[src/rtl/core/rmq_sqrt.sv]
// ----------------------------------------------------------------------------
// rmq_sqrt
// Pipelined integer square root, one result bit per stage, with sideband
// ----------------------------------------------------------------------------
module rmq_sqrt #(
  parameter int W   = 46,
  parameter int SBW = 88
) (
  input  logic                 clk,
  input  logic                 rst_n,
  input  logic                 en,
  input  logic                 valid_i,
  input  logic [W-1:0]         rad_i,
  input  logic [SBW-1:0]       sb_i,
  output logic                 valid_o,
  output logic [(W+1)/2-1:0]   root_o,
  output logic [SBW-1:0]       sb_o
);

  localparam int STEPS = (W + 1) / 2;

  logic [W-1:0]   rem_r [STEPS];
  logic [W-1:0]   res_r [STEPS];
  logic [SBW-1:0] sb_r  [STEPS];
  logic           v_r   [STEPS];

  for (genvar k = 0; k < STEPS; k++) begin : g_st
    localparam logic [W-1:0] BIT = W'(1) << (2 * (STEPS - 1 - k));
    logic [W-1:0]   rem_in, res_in, trial;
    logic [SBW-1:0] sb_in;
    logic           v_in;

    if (k == 0) begin : g_first
      assign rem_in = rad_i;
      assign res_in = '0;
      assign sb_in  = sb_i;
      assign v_in   = valid_i;
    end else begin : g_next
      assign rem_in = rem_r[k-1];
      assign res_in = res_r[k-1];
      assign sb_in  = sb_r[k-1];
      assign v_in   = v_r[k-1];
    end

    assign trial = res_in + BIT;

    always_ff @(posedge clk) begin
      if (!rst_n) begin
        v_r[k] <= 1'b0;
      end else if (en) begin
        v_r[k] <= v_in;
      end
    end

    always_ff @(posedge clk) begin
      if (en) begin
        sb_r[k] <= sb_in;
        if (rem_in >= trial) begin
          rem_r[k] <= rem_in - trial;
          res_r[k] <= (res_in >> 1) + BIT;
        end else begin
          rem_r[k] <= rem_in;
          res_r[k] <= res_in >> 1;
        end
      end
    end
  end

  assign valid_o = v_r[STEPS-1];
  assign root_o  = res_r[STEPS-1][STEPS-1:0];
  assign sb_o    = sb_r[STEPS-1];

endmodule

[config.mk]
export PLATFORM = sky130hd
export DESIGN_NAME = rmq_sqrt
export DESIGN_NICKNAME = d
export VERILOG_FILES = /design/src/rtl/core/rmq_sqrt.sv
export SDC_FILE = /design/constraint.sdc
export NUM_CORES = 2
export LEC_CHECK = 0
export ABC_AREA = 1
export ABC_CLOCK_PERIOD_IN_PS = 4400
export BUFFER_PORTS_ARGS = -buffer_cell sky130_fd_sc_hd__buf_2
export CAP_MARGIN = 40
export CORE_ASPECT_RATIO = 1.5
export CORE_MARGIN = 1.5
export CORE_UTILIZATION = 31
export CTS_CLUSTER_DIAMETER = 150
export DETAILED_ROUTE_END_ITERATION = 8
export MAX_ROUTING_LAYER = met4
export RECOVER_POWER = 100
export SLEW_MARGIN = 20
export SYNTH_ARGS = -nofsm -noshare
export SYNTH_HDL_FRONTEND = slang
export SYNTH_MEMORY_MAX_BITS = 65536
export SYNTH_SLANG_ARGS = --single-unit
[constraint.sdc]
create_clock -name clk -period 4.4 [get_ports clk]
set_input_delay 0.88 -clock clk [delete_from_list [all_inputs] [get_ports clk]]
set_output_delay 0.88 -clock clk [all_outputs]
set_load 0.02 [all_outputs]
==> flow_summary.json <==
{
  "status": "complete, but fails checks",
  "violations": "capacitance limit, slew limit",
  "vdd_drop_max_mv": 0.3679,
  "synth_cell_type_count": 60,
  "ant_nets": 0,
  "p_leak_nw": 60.07,
  "synthXorXnorAreaFrac": 0.01744,
  "synth_adder_area_share": 0.02724,
  "layout.nets": 11870,
  "start_util": 0.3117,
  "grt-ovfl-total": 0,
  "critical_path.startpoint_type": "register",
  "worst-path-max-fanout": 27,
  "design.core.area_sq_um": 436300,
  "hold_path_class": "primary input to register",
  "gr-usage-met1": 0.1284,
  "arrival_ps": 4390,
  "slew_violations": 1624,
  "drv_cap": 23,
  "yosysSeqAreaShare": 0.7364,
  "fin_crit_ps": 3739,
  "cts_buffers": 337,
  "routedWlPerCell_microns": 19.93,
  "drt_iter0_markers": 4317,
  "die_x_microns": 543.8,
  "max_freq_ghz": 0.2674,
  "dieArea_sq_um": 442700,
  "clock_path_buffers": 4,
  "whs_ps": 87.36,
  "fin_crit_sh": 0.8498,
  "hold_depth": 1,
  "clk_latency_ps": 1000,
  "ys_seq_elements": 3335,
  "finalClockSkew_ps": 58.64,
  "yosys.area_share.simple": 0.1479,
  "rrSetupSlack_ps": 660,
  "antenna_found_initial": 16,
  "power_density_nw_per_um2": 498.9,
  "grt_max_degree": 194,
  "gp_congestion": 1.006,
  "synth_top_family_by_area": "simple AND/OR/NAND/NOR gates",
  "busiest_layer": "met2",
  "gr-usage-met3": 0.02233,
  "internal_power_mw": 56.71,
  "tightest_slew_ps": 3573,
  "yosys.area.top_type_share": 0.7363,
  "required_ps": 5050,
  "synth_ff_type": "edfxtp_1",
  "cts.clk_slew.worst_paths_ps": 60,
  "grt.total_usage": 0.1604,
  "h-tree-depth": 5,
  "yosys_warnings": 0,
  "place_hpwl_microns": 267900,
  "grt_pass1_wl_microns": 502100,
  "synthArstFlopShare": 0,
  "clock_power_share": 0.365,
  "first_pass_iters": 5,
  "syn_nets": 11220,
  "area_growth_syn_to_layout_pct": 14.44,
  "vias": 77040,
  "p_switching_mw": 20.93,
  "yosys-mux-area-fraction": 0,
  "ctsResizeCount": 0,
  "via_per_inst": 4.383,
  "cts_tree": "built",
  "ios": 250,
  "grt_pass1_vias": 80200,
  "post-cts-setup-buffers": 0,
  "hold-path-endpoint": "rem_r[0][31]$_DFFE_PP_",
  "cts.sinks": 3335,
  "synthesis.area_sq_um": 136000,
  "port_buffers": 249,
  "rows": 297,
  "root_buffer": "clkbuf_16",
  "hold_buffers": 59,
  "synth_compound_area_frac": 0.02571,
  "use_met2": 0.3023,
  "pwr-share-comb": 0.127,
  "synthCells": 10780,
  "p_seq_frac": 0.508,
  "rsz0062_at_grt": "no",
  "cp-end-kind": "register",
  "p_sw_frac": 0.2696,
  "drive_above_1_share": 0.07103,
  "die_y_microns": 814.2,
  "r2r_cells": 10,
  "hp-start": "rad_i[31]",
  "slew_headroom": -1.382,
  "reg2reg_to": "rem_r[1][293]$_DFFE_PP_",
  "syn_avg_cell_area_sq_um": 12.61,
  "drc": 0,
  "synth-edff-count": 3334,
  "critical_path_class": "register to register",
  "drt_wl_total_microns": 350300,
  "r2r_start": "rem_r[1][268]$_DFFE_PP_",
  "hold_viol_final": 0,
  "synth_area_leaders": "edfxtp_1 (74%), nand2_1 (7.1%), inv_1 (4.0%)",
  "synth_area_leader_cell": "edfxtp_1",
  "setup_viol": 0,
  "finalSetupTns_ps": 0
}
worst max path at each step:
stage / from / endpoint / cells after the start
5_1_grt: en / rem_r[0][333]$_DFFE_PP_ / 4
2_1_floorplan: en / rem_r[2][100]$_DFFE_PP_ / 4
3_3_place_gp: rem_r[2][41]$_DFFE_PP_ / rem_r[2][56]$_DFFE_PP_ / 9
6_report: rem_r[1][268]$_DFFE_PP_ / rem_r[1][293]$_DFFE_PP_ / 10
3_5_place_dp: en / rem_r[1][342]$_DFFE_PP_ / 9
4_1_cts: rem_r[2][205]$_DFFE_PP_ / rem_r[2][265]$_DFFE_PP_ / 8
power groups by stage:
stage	Clock, mW	Combinational, mW	Sequential, mW
after CTS	29.4	10.0	39.5
after detailed placement	0	9.97	40.1
after global routing	30.5	10.9	39.7
final	28.3	9.85	39.5
after global placement	0	9.98	40.1
after floorplan	0	6.21	39.5
state kept, by name (all words and copies together), names as in the netlist:
signal and count:
sb_r 2024, rem_r 1012, res_r 276, v_r 23
placed cells by master, fill, tap and decap left out, types with 9 or more instances in the layout:
cell           count
nand2_1         2598
nor2_2            38
a21o_1            19
nand4_1          208
ha_1             296
xor2_1           148
nand3_1          500
bufinv_16         25
inv_16             9
a21oi_1          279
xnor2_1          119
o21ai_0          245
clkinv_4          13
o21bai_1          16
inv_2             22
edfxtp_1        3334
clkinv_2          54
a21oi_2           10
and3_1            10
inv_1           1441
dlygate4sd3_1     59
or2_2             16
diode_2           35
clkbuf_1         221
clkbuf_2          12
buf_2            123
clkinvlp_4        29
nor2_4            11
nor3_1           129
clkinv_1          73
nand3b_1          41
nand2_2           27
buf_12            12
buf_4             26
nor2_1          1004
inv_6             12
nor4_1            91
o21ai_2           10
clkbuf_16        339
worst max-delay path, stage by stage, from the launching register on:
cell,delay (ps)
edfxtp_1,510
inv_1,200
nand2_1,130
nor2_2,320
nand2_2,240
inv_2,180
nand3_1,90
nor2_1,410
nor2_1,220
nand2_1,880
a21oi_1,210
metrics by stage:
stage                 util  worst slack (ps)  instance area (sq um)  power [mW]  instances
global route        0.3567             542.4                 155600       81.08      17580
CTS                 0.3583              1113                 156300       78.96      17540
finish              0.3567             660.8                 155600       77.64      17580
floorplan                -             735.0                 136000       45.68      10780
detailed placement  0.3320             897.9                 144800       50.11      16860
global placement    0.3316             801.5                 144700       50.09      16850
cell type report:
cell class                 count  area [sq um]
multi-input combinational   5889         29320
clock buffer                 399          8708
antenna                       35         87.58
fill                       42690        280700
clock inverter               219          2170
sequential                  3335        100100
tap                         5830          7295
inverter                    1473          5534
timing repair buffer         398          2367
cells in the mapped netlist (10+ instances only):
master	n
a21o_1	19
a21oi_1	274
a21oi_2	15
and3_1	10
buf_2	14
buf_4	18
buf_6	23
clkbuf_1	25
edfxtp_1	3334
ha_1	296
inv_1	1437
inv_2	28
nand2_1	2583
nand2_2	40
nand3_1	491
nand3_2	11
nand3b_1	41
nand4_1	204
nor2_1	984
nor2_2	56
nor2_4	13
nor3_1	129
nor4_1	88
o21ai_0	153
o21ai_1	64
o21ai_2	45
o21bai_1	16
or2_2	16
xnor2_1	119
xor2_1	148
routing by layer:
metal / vias up / share of wire
met5: - / 0
met1: 35950 / 0.31
li1: 38310 / -
met3: 1103 / 0.032
met4: 0 / 0.12
met2: 1675 / 0.54
logic make-up (layout without fill, tap and decap cells):
| family | after synthesis | in the layout |
|---|---|---|
| other | 0 | 35 |
| adders and majority gates | 296 | 296 |
| buffers and inverters | 1558 | 2489 |
| xor gates and xnor gates | 269 | 269 |
| DFF | 3335 | 3335 |
| AOI/OAI and AO/OA | 615 | 615 |
| and+or+nand+nor | 4709 | 4709 |
Power figures use the tool's default switching activity.
