--- src/rtl/core/rmq_pkg.sv ---
// ----------------------------------------------------------------------------
// rmq_pkg
// Shared widths, types and helpers for the rotation matrix to quaternion block
// ----------------------------------------------------------------------------
package rmq_pkg;

  localparam int FRAC_BITS_DEF = 16;
  localparam int IO_W          = 18;
  localparam int OUT_MAX       = 131071;

  typedef struct packed {
    logic signed [IO_W-1:0] x_axis_x;
    logic signed [IO_W-1:0] x_axis_y;
    logic signed [IO_W-1:0] x_axis_z;
    logic signed [IO_W-1:0] y_axis_x;
    logic signed [IO_W-1:0] y_axis_y;
    logic signed [IO_W-1:0] y_axis_z;
    logic signed [IO_W-1:0] z_axis_x;
    logic signed [IO_W-1:0] z_axis_y;
    logic signed [IO_W-1:0] z_axis_z;
  } mat_t;

  // width of the unnormalised quaternion components
  function automatic int vec_w(input int frac);
    vec_w = ((frac > 19) ? frac : 19) + 3;
  endfunction

  // largest output magnitude
  function automatic int lim_val(input int frac);
    lim_val = (frac >= 17) ? OUT_MAX : (1 << frac);
  endfunction

endpackage

--- src/rtl/core/rmq_div.sv ---
// ----------------------------------------------------------------------------
// rmq_div
// Pipelined rounded divide of one component by the length, one quotient bit
// per stage, then saturation and sign
// ----------------------------------------------------------------------------
module rmq_div #(
  parameter int FRAC_BITS = rmq_pkg::FRAC_BITS_DEF,
  parameter int MAGW      = 22,
  parameter int LENW      = 23
) (
  input  logic                              clk,
  input  logic                              rst_n,
  input  logic                              en,
  input  logic                              valid_i,
  input  logic [MAGW-1:0]                   mag_i,
  input  logic [LENW-1:0]                   len_i,
  input  logic                              neg_i,
  output logic                              valid_o,
  output logic signed [rmq_pkg::IO_W-1:0]   q_o
);

  localparam int NW    = MAGW + FRAC_BITS + 1;
  localparam int QW    = FRAC_BITS + 1;
  localparam int STEPS = FRAC_BITS + 1;
  localparam logic [QW-1:0] LIM_Q = QW'(rmq_pkg::lim_val(FRAC_BITS));

  logic [NW-1:0]   rem_r [STEPS];
  logic [LENW-1:0] len_r [STEPS];
  logic [QW-1:0]   q_r   [STEPS];
  logic            neg_r [STEPS];
  logic            v_r   [STEPS];

  logic [LENW-1:0]          len_g;
  logic [NW-1:0]            num;
  logic [QW-1:0]            sat;
  logic [rmq_pkg::IO_W-1:0] mag18;

  assign len_g = (len_i == '0) ? LENW'(1) : len_i;
  assign num   = (NW'(mag_i) << FRAC_BITS) + NW'(len_g >> 1);

  for (genvar j = 0; j < STEPS; j++) begin : g_st
    localparam int SH = FRAC_BITS - j;
    logic [NW-1:0]   rem_in, dsh;
    logic [LENW-1:0] len_in;
    logic [QW-1:0]   q_in;
    logic            neg_in, v_in;

    if (j == 0) begin : g_first
      assign rem_in = num;
      assign len_in = len_g;
      assign q_in   = '0;
      assign neg_in = neg_i;
      assign v_in   = valid_i;
    end else begin : g_next
      assign rem_in = rem_r[j-1];
      assign len_in = len_r[j-1];
      assign q_in   = q_r[j-1];
      assign neg_in = neg_r[j-1];
      assign v_in   = v_r[j-1];
    end

    assign dsh = NW'(len_in) << SH;

    always_ff @(posedge clk) begin
      if (!rst_n) begin
        v_r[j] <= 1'b0;
      end else if (en) begin
        v_r[j] <= v_in;
      end
    end

    always_ff @(posedge clk) begin
      if (en) begin
        len_r[j] <= len_in;
        neg_r[j] <= neg_in;
        if (rem_in >= dsh) begin
          rem_r[j] <= rem_in - dsh;
          q_r[j]   <= q_in | (QW'(1) << SH);
        end else begin
          rem_r[j] <= rem_in;
          q_r[j]   <= q_in;
        end
      end
    end
  end

  assign sat     = (q_r[STEPS-1] > LIM_Q) ? LIM_Q : q_r[STEPS-1];
  assign mag18   = rmq_pkg::IO_W'(sat);
  assign q_o     = neg_r[STEPS-1] ? -signed'(mag18) : signed'(mag18);
  assign valid_o = v_r[STEPS-1];

endmodule

--- config.mk ---
export PLATFORM = sky130hd
export DESIGN_NAME = rmq_div
export DESIGN_NICKNAME = d
export VERILOG_FILES = /design/src/rtl/core/rmq_pkg.sv /design/src/rtl/core/rmq_div.sv
export SDC_FILE = /design/constraint.sdc
export NUM_CORES = 2
export LEC_CHECK = 0
export ABC_AREA = 0
export BUFFER_PORTS_ARGS = -buffer_cell sky130_fd_sc_hd__buf_2
export CAP_MARGIN = 20
export CORE_UTILIZATION = 58
export DETAILED_ROUTE_END_ITERATION = 12
export MAX_ROUTING_LAYER = met4
export PLACE_DENSITY = 0.73
export RECOVER_POWER = 100
export SLEW_MARGIN = 0
export SYNTH_ARGS = -nofsm -noshare
export SYNTH_HDL_FRONTEND = slang
export SYNTH_SLANG_ARGS = --single-unit
--- constraint.sdc ---
create_clock -name clk -period 5.05 [get_ports clk]
set_clock_uncertainty 0.1 [all_clocks]
set_input_delay 0.7575 -clock clk [delete_from_list [all_inputs] [get_ports clk]]
set_output_delay 0.7575 -clock clk [all_outputs]
set_load 0.005 [all_outputs]
==> metrics.cfg <==
[timing]
period_share_pct = 92.3
rsz0062_at_grt = no
setup_viol = 0
finalCriticalPeriod_ns = 4.66
worst_pin_slew_ns = 3.67
tns_ns = 0
fmax_mhz = 215
hold_viol_final = 0
slew_headroom_pct = -145
drv_slew = 775

[logic_synthesis]
async_reset_ff_share_pct = 0
synth_cells = 5686
syn_avg_cell_area_um2 = 11.2
synth-simple-area-share_pct = 12.2
yosysTopAreaCellShare_pct = 55.4
synthXorXnorAreaFrac_pct = 6.01
synth_compound_area_share_pct = 13.3
synth_warnings = 0
synth.distinct_cells = 89
synthMuxAreaShare_pct = 0.915
synth.largest_area_cell = edfxtp_1
synth_nets = 6151
synth_top_family_by_area = compound AO/OA/AOI/OAI gates
yosys-top-cells-area = edfxtp_1 (55%), ha_1 (7.8%), o21ai_0 (3.6%)
synth_edf_count = 1178
syn_area_um2 = 63800
synthAdderAreaFrac_pct = 8.33
synth_flop_cell = edfxtp_1
synth-seq-cells = 1179
yosysSeqAreaShare_pct = 55.4

[cells_and_area]
drive_gt1_share_pct = 5.94
layout_commonest_cell = edfxtp_1
fillers = 8577
synthToLayoutAreaGrowth_pct = 9.49
fin_util_pct = 64.1
most-common-layout-cells = edfxtp_1 (1178), nand2_1 (546), inv_1 (495), o21ai_0 (456), ha_1 (398)
antennaDiodeCount = 0
final_area_um2 = 69900
nNetsFinal = 6275
stdcell_count = 7327

[route]
wl_per_cell_um = 20.9
dr.pass1.iters = 6
dr_total_vias = 43400
wl_um = 153000
antenna_left = 0
viasPerCell = 5.92
drc = 0
drt_iter0_drc = 3315

[floorplanning]
design.core.area_um2 = 109000
initial_core_util_pct = 58.6
fp.dieH_um = 334
rows = 121
die_area_um2 = 111000
ioPinCount = 69
dieWidth_um = 334

[clocking]
numCtsBuffers = 120
cts_hold_buf = 0
cts_setup_buffers = 0
clkSinkCount = 1179
worst_skew_pair.late_latency_ns = 0.75
cts_max_level = 3
cts_resized = 0
cts_tree = done
ctsLongestPathBuffers = 3
root_buffer = clkbuf_16
clkTransAtPathRegs_ns = 0.06

[worst_hold_path]
hold_start = neg_i
hold_end = neg_r[0][0]
hold_depth = 1
worst_hold_path_type = in -> reg

[global_route]
grt_overflow = 0
antenna_found_initial = 5
grt_use_total_pct = 28.2
grt_pass1_wl_um = 236000
grt_pass1_vias = 42300
grt_start_max_net_pins = 178

[run_status]
violations = max-capacitance violations, max-slew violations
status = finished with violations

[worst_setup_path]
startpoint_type = register
reg2regPathDepth = 9
crit_path_end_kind = register
r2r_slack_ns = 0.39
critPathArrivalTime_ns = 5.00
crit_fanout = 31
crit_required_ns = 5.39
reg2reg_to = rem_r[11][34]
criticalPathCategory = reg -> reg
r2r_start = rem_r[10][28]

[job]
maxCapViolations = 11

[pwr]
irDropWorstVdd_mv = 0.371
leakage_nw = 27.1
p_per_area_nw_per_um2 = 545

[placement]
gp_congestion = 0.968
placed_area_um2 = 66100
place_inst = 7102
port_buffers = 68
dp_hpwl_um = 117000

[per-stage QoR]
step	setup slack, ns	hold WS (ns)	power [mW]
CTS	0.782	0.0753	38.2
global route	0.217	0.0862	40.4
floorplan	0.140	0.300	25.3
detailed placement	0.0122	0.305	29.1
global placement	0.0327	0.301	28.9
finish	0.390	0.126	38.1
[cells in the mapped netlist, types with 32 or more instances]
library cell / number
a211oi_1: 32
a21o_1: 172
a21oi_1: 351
a31oi_1: 42
and3_1: 58
clkbuf_1: 128
edfxtp_1: 1178
ha_1: 398
inv_1: 495
mux2_2: 43
nand2_1: 546
nand2b_1: 74
nand3_1: 113
nand4_1: 63
nor2_1: 308
nor2b_1: 69
nor3_1: 97
nor4_1: 72
o21a_1: 55
o21ai_0: 453
o21bai_1: 35
o31ai_1: 39
xnor2_1: 229
xor2_1: 209
[power breakdown]
group          switching [mW]  internal, mW  total (mW)
combinational            7.94          5.74        13.7
sequential               1.60          13.8        15.4
clock                    3.85          5.17        9.01
[routing by layer]
metal / vias up / global-route usage (%) / part of all wire, %
met5: - / - / 0
met4: 0 / 10.2 / 3.7
met3: 293 / 3.62 / 5.1
met2: 1147 / 47.4 / 49
met1: 20800 / 35.0 / 42
li1: 21100 / - / -
[critical path, cell delays in order, from the launching register on]
cell	delay [ns]
edfxtp_1	0.52
or3_1	0.44
or2_0	0.42
or4b_2	0.69
nor4b_1	0.34
and4_1	0.23
clkbuf_1	1.00
a2111o_1	0.35
nor4_1	0.09
xor2_1	0.16
[logic make-up after synthesis]
kind of cell,count (synthesis)
buffers and inverters,640
AOI/OAI and AO/OA,1374
and+or+nand+nor,1587
muxes,53
adders and majority gates,415
xor gates and xnor gates,438
DFF,1179
[how the worst max path moves through the flow]
stage / endpoint / depth (start not counted) / start / slack (ns)
floorplan: rem_r[0][21] / 19 / len_i[17] / 0.14
global route: len_r[0][80] / 3 / en / 0.22
detailed placement: rem_r[0][38] / 19 / len_i[17] / 0.01
finish: rem_r[11][34] / 9 / rem_r[10][28] / 0.39
global placement: rem_r[0][38] / 19 / len_i[17] / 0.03
CTS: rem_r[0][29] / 21 / len_i[18] / 0.78
[final cells by class]
class	instances	area [um2]	share of cell area (%)
Clock buffer	139	3070	4.40
Tap cell	1414	1770	2.53
Clock inverter	86	998	1.43
Multi-Input combinational cell	3867	26000	37.2
Timing Repair Buffer	144	790	1.13
Inverter	498	1870	2.67
Sequential cell	1179	35400	50.6
[flip-flops by register name, indices dropped and copies added (netlist names)]
| signal | flops |
|---|---|
| v_r | 17 |
| len_r | 368 |
| neg_r | 17 |
| rem_r | 624 |
| q_r | 153 |
(Power assumes the default switching activity.)
