<file path="src/rtl/core/rmq_pkg.sv">
// ----------------------------------------------------------------------------
// rmq_pkg
// Shared widths, types and helpers for the rotation matrix to quaternion block
// ----------------------------------------------------------------------------
package rmq_pkg;

  localparam int FRAC_BITS_DEF = 16;
  localparam int IO_W          = 18;
  localparam int OUT_MAX       = 131071;

  typedef struct packed {
    logic signed [IO_W-1:0] x_axis_x;
    logic signed [IO_W-1:0] x_axis_y;
    logic signed [IO_W-1:0] x_axis_z;
    logic signed [IO_W-1:0] y_axis_x;
    logic signed [IO_W-1:0] y_axis_y;
    logic signed [IO_W-1:0] y_axis_z;
    logic signed [IO_W-1:0] z_axis_x;
    logic signed [IO_W-1:0] z_axis_y;
    logic signed [IO_W-1:0] z_axis_z;
  } mat_t;

  // width of the unnormalised quaternion components
  function automatic int vec_w(input int frac);
    vec_w = ((frac > 19) ? frac : 19) + 3;
  endfunction

  // largest output magnitude
  function automatic int lim_val(input int frac);
    lim_val = (frac >= 17) ? OUT_MAX : (1 << frac);
  endfunction

endpackage

</file>
<file path="src/rtl/core/rmq_front.sv">
// ----------------------------------------------------------------------------
// rmq_front
// Branch select, component vector, squares and sum of squares (three stages)
// ----------------------------------------------------------------------------
module rmq_front #(
  parameter int FRAC_BITS = rmq_pkg::FRAC_BITS_DEF
) (
  input  logic                         clk,
  input  logic                         rst_n,
  input  logic                         en,
  input  logic                         valid_i,
  input  rmq_pkg::mat_t                mat_i,
  output logic                         valid_o,
  output logic [2*rmq_pkg::vec_w(FRAC_BITS)+1:0] m2_o,
  output logic signed [rmq_pkg::vec_w(FRAC_BITS)-1:0] vec_o [4]
);

  localparam int VW = rmq_pkg::vec_w(FRAC_BITS);
  localparam int SW = 2 * VW;
  localparam int MW = SW + 2;
  localparam logic signed [VW-1:0] ONE = VW'(64'(1) << FRAC_BITS);

  logic signed [VW-1:0] xx, xy, xz, yx, yy, yz, zx, zy, zz, tr, rad;
  logic signed [VW-1:0] vec_nxt [4];
  logic signed [VW-1:0] vec1_r [4];
  logic signed [VW-1:0] vec2_r [4];
  logic signed [VW-1:0] vec3_r [4];
  logic        [SW-1:0] sq_r [4];
  logic        [MW-1:0] m2_r;
  logic                 v1_r, v2_r, v3_r;

  always_comb begin
    xx = VW'(mat_i.x_axis_x); xy = VW'(mat_i.x_axis_y); xz = VW'(mat_i.x_axis_z);
    yx = VW'(mat_i.y_axis_x); yy = VW'(mat_i.y_axis_y); yz = VW'(mat_i.y_axis_z);
    zx = VW'(mat_i.z_axis_x); zy = VW'(mat_i.z_axis_y); zz = VW'(mat_i.z_axis_z);
    tr = xx + yy + zz;
    if (tr > 0) begin
      rad = ONE + tr;
      if (rad <= 0) rad = VW'(1);
      vec_nxt[0] = rad;     vec_nxt[1] = zy - yz;
      vec_nxt[2] = xz - zx; vec_nxt[3] = yx - xy;
    end else if (xx > yy && xx > zz) begin
      rad = ONE + xx - yy - zz;
      if (rad <= 0) rad = VW'(1);
      vec_nxt[0] = zy - yz; vec_nxt[1] = rad;
      vec_nxt[2] = xy + yx; vec_nxt[3] = xz + zx;
    end else if (yy > zz) begin
      rad = ONE + yy - xx - zz;
      if (rad <= 0) rad = VW'(1);
      vec_nxt[0] = xz - zx; vec_nxt[1] = xy + yx;
      vec_nxt[2] = rad;     vec_nxt[3] = yz + zy;
    end else begin
      rad = ONE + zz - xx - yy;
      if (rad <= 0) rad = VW'(1);
      vec_nxt[0] = yx - xy; vec_nxt[1] = xz + zx;
      vec_nxt[2] = yz + zy; vec_nxt[3] = rad;
    end
  end

  always_ff @(posedge clk) begin
    if (!rst_n) begin
      v1_r <= 1'b0;
      v2_r <= 1'b0;
      v3_r <= 1'b0;
    end else if (en) begin
      v1_r <= valid_i;
      v2_r <= v1_r;
      v3_r <= v2_r;
    end
  end

  always_ff @(posedge clk) begin
    if (en) begin
      for (int i = 0; i < 4; i++) begin
        vec1_r[i] <= vec_nxt[i];
        vec2_r[i] <= vec1_r[i];
        vec3_r[i] <= vec2_r[i];
        sq_r[i]   <= SW'(unsigned'(vec1_r[i] < 0 ? -vec1_r[i] : vec1_r[i]))
                   * SW'(unsigned'(vec1_r[i] < 0 ? -vec1_r[i] : vec1_r[i]));
      end
      m2_r <= MW'(sq_r[0]) + MW'(sq_r[1]) + MW'(sq_r[2]) + MW'(sq_r[3]);
    end
  end

  assign valid_o = v3_r;
  assign m2_o    = m2_r;
  assign vec_o   = vec3_r;

endmodule

</file>
<file path="config.mk">
export PLATFORM = sky130hd
export DESIGN_NAME = rmq_front
export DESIGN_NICKNAME = d
export VERILOG_FILES = /design/src/rtl/core/rmq_pkg.sv /design/src/rtl/core/rmq_front.sv
export SDC_FILE = /design/constraint.sdc
export NUM_CORES = 2
export LEC_CHECK = 0
export ABC_AREA = 1
export BUFFER_PORTS_ARGS = -buffer_cell sky130_fd_sc_hd__clkbuf_2
export CAP_MARGIN = 20
export CORE_MARGIN = 2
export CORE_UTILIZATION = 45
export CTS_CLUSTER_SIZE = 16
export DETAILED_ROUTE_END_ITERATION = 8
export HOLD_SLACK_MARGIN = 0.05
export PLACE_DENSITY = 0.69
export SLEW_MARGIN = 0
export SYNTH_ARGS = -nofsm -noshare
export SYNTH_HDL_FRONTEND = slang
export SYNTH_SLANG_ARGS = --single-unit
export TNS_END_PERCENT = 10
</file>
<file path="constraint.sdc">
create_clock -name clk -period 8.6 [get_ports clk]
set_input_delay 0.86 -clock clk [delete_from_list [all_inputs] [get_ports clk]]
set_output_delay 0.86 -clock clk [all_outputs]
set_load 0.05 [all_outputs]
</file>
==> metrics.md <==
| Metric | Value |
|---|---|
| RSZ-0062 raised after global routing | `true` |
| TritonCTS Buffers | `56` |
| Syn. warnings | `0` |
| Max-cap violations | `0` |
| Clk pin slew, worst setup/hold paths | `0.06 ns` |
| Die footprint | `209,000 µm²` |
| Post-synthesis sequential area ratio | `15.2%` |
| Slowest Stage Delay on Critical Path | `0.55 ns` |
| Hold path start | `vec2_r[3][8]$_DFFE_PP_` |
| TritonCTS sink count | `469` |
| IO Port Bufs | `300` |
| Fin util | `49.2%` |
| CP max FO | `6` |
| Slowest CP cell | `fa_1` |
| R2R Setup Slk | `0.30 ns` |
| Starting Density | `45.3%` |
| Skew final | `0.0489 ns` |
| Final hold vios | `0` |
| Status | `complete, no violations` |
| Cell Area, Synth | `92,600 µm²` |
| Final Cycle Share | `96.6%` |
| Hold Path Stages | `0` |
| CP Capture Type | `register` |
| Ranking of synthesized cells by area | `fa_1 34%, edfxtp_1 15%, ha_1 14%` |
| Hpwl dp | `253 mm` |
| DRT iter0 DRCs | `6,745` |
| DRC violations left | `0` |
| Minimum clock period | `8.30 ns` |
| Reg2Reg Depth | `35` |
| Chip height | `458 µm` |
| H-tree levels | `2` |
| Root buf cell | `clkbuf_16` |
| WHS Endpoint | `vec_o[8]$_DFFE_PP_` |
| Syn Area/Cell | `8.44 µm²` |
| Synth top area share | `33.6%` |
| Cell variety after synth | `59` |
| Total global-route track usage | `28.2%` |
| Cell type with the largest total area after synthesis | `fa_1` |
| CTS max path bufs | `3` |
| Detailed-route via count | `74,100` |
| WP data required | `9.06 ns` |
| Critical Path AT | `8.76 ns` |
| WL per Instance | `20.6 µm` |
| Initial antenna violation count | `35` |
| Buf/Inv on CP | `8` |
| Antenna Nets Post-Route | `0` |
| R2R Path Start | `vec1_r[2][4]$_DFFE_PP_` |
| Fmax | `120 MHz` |
| Overall routed net length | `293 mm` |
| Layout area overhead | `8.70%` |
| Share of cells above drive strength 1 | `5.85%` |
| Slew margin rel. | `34.8%` |
| First-pass GRT wire length | `447 mm` |
| Die Width | `458 µm` |
| Hold crit path type | `reg2reg` |
| Number of synthesized flops with an enable pin | `466` |
| Worst Tran Pin Value | `0.979 ns` |
| Slew Limit Fails | `0` |
| Gr ovfl total | `0` |
| CTS tree | `yes` |
| Final setup fails | `0` |
| Largest net degree at the start of global routing | `91` |
| Final hold slack | `0.414 ns` |
| #FFs+latches synth | `469` |
| CP top delay family | `adder cells` |
| Clock latency on the worst-skew pair | `0.71 ns` |
| Vias per cell | `5.20` |
| Core area | `205,000 µm²` |
| Asr flop ratio synth | `0%` |
| Nets | `14,200` |
| Number of global-route vias before repair | `75,600` |
| # rows | `166` |
| Cts hold-fix bufs | `0` |
| Cells after Synth | `11,000` |
| I/O pin cnt | `301` |
| Top cells by count, synth | `2,660 x inv_1, 1,910 x nand2_1, 1,555 x fa_1` |
| Critical path class | `reg2reg` |
| Most numerous cell in the Yosys netlist | `inv_1` |
| Most used flip-flop cell after synthesis | `edfxtp_1` |
| CP startpoint kind | `register` |
| Initial DRT Pass Iterations | `8` |
| RePlAce Congestion | `1.03` |
| RR Endpoint | `sq_r[2][42]$_DFFE_PP_` |
-- cell usage in the layout (no fill, tap or decap), types with 106 or more instances in the layout --
| cell type | count |
|---|---|
| nand3_1 | 392 |
| inv_1 | 2658 |
| edfxtp_1 | 466 |
| buf_4 | 158 |
| o21ai_0 | 267 |
| conb_1 | 196 |
| nand4_1 | 106 |
| clkbuf_2 | 299 |
| nand2_1 | 1907 |
| a21oi_1 | 480 |
| xor2_1 | 243 |
| fa_1 | 1555 |
| ha_1 | 1002 |
| nor2_1 | 1029 |
-- logic make-up (layout without fill, tap and decap cells) --
logic type / Yosys count / count (layout) / synth area share [%]
other: 2 / 217 / 0.00811
xor gates and xnor gates: 337 / 337 / 3.20
DFF: 469 / 469 / 15.2
AOI/OAI and AO/OA: 1016 / 1016 / 6.13
and+or+nand+nor: 3686 / 3686 / 16.4
adders and majority gates: 2559 / 2559 / 47.2
buffers and inverters: 2905 / 3271 / 11.9
-- worst reg2reg max path, delay by kind of cell, from the launching register on --
family                     cells  cell delay (ns)
adders and majority gates      8             3.85
and+or+nand+nor               14             1.81
buffers and inverters          8             0.93
AOI/OAI and AO/OA              4             0.88
DFF                            1             0.43
xor gates and xnor gates       1             0.15
-- what timing repair did --
item                                    CTS  global route
gates resized for setup                   0            32
buffers inserted                          0             6
endpoints found under the setup margin    0            35
-- through the flow --
step / setup WS, ns / std cells / TNS (ns) / area [µm²]
floorplan: 0.472 / 11200 / 0 / 93300
global placement: 0.241 / 14100 / 0 / 98500
detailed placement: 0.200 / 14100 / 0 / 98500
CTS: 0.159 / 14200 / 0 / 100000
global route: -0.0618 / 14200 / -0.123 / 101000
finish: 0.296 / 14200 / 0 / 101000
-- registers in the layout, summed over array words and instances, names as in the netlist --
| name | flops |
|---|---|
| valid_o | 1 |
| m2_o | 46 |
| v1_r | 1 |
| vec2_r | 80 |
| v2_r | 1 |
| sq_r | 172 |
| vec_o | 84 |
| vec1_r | 84 |
-- worst max-delay path by stage --
stage | start | end | slack (ns) | depth (start not counted)
after global placement | vec1_r[0][3]$_DFFE_PP_ | sq_r[0][43]$_DFFE_PP_ | 0.24 | 29
final | vec1_r[2][4]$_DFFE_PP_ | sq_r[2][42]$_DFFE_PP_ | 0.30 | 35
after floorplan | vec1_r[2][0]$_DFFE_PP_ | sq_r[2][38]$_DFFE_PP_ | 0.47 | 36
after CTS | vec1_r[0][3]$_DFFE_PP_ | sq_r[0][43]$_DFFE_PP_ | 0.16 | 29
after detailed placement | vec1_r[0][3]$_DFFE_PP_ | sq_r[0][43]$_DFFE_PP_ | 0.20 | 29
after global routing | vec1_r[2][4]$_DFFE_PP_ | sq_r[2][38]$_DFFE_PP_ | -0.06 | 34
-- routing by layer --
metal	GRT usage, %	wire length, µm
met1	35.4	115000
met2	45.8	135000
met3	4.06	21800
met4	17.6	22200
met5	0	0
-- area by class of cell --
type	instances	area, µm²
antenna	21	52.6
clock buffer	68	1470
clock inverter	35	468
fill	19600	104000
inverter	2707	10200
multi-input combinational	7794	68300
sequential	469	14100
tap	2688	3360
timing repair buffer	461	2750
Power is left out: the tool's default activity adds up to more than one toggle a clock period on the data nets, which glitch-free logic cannot reach.
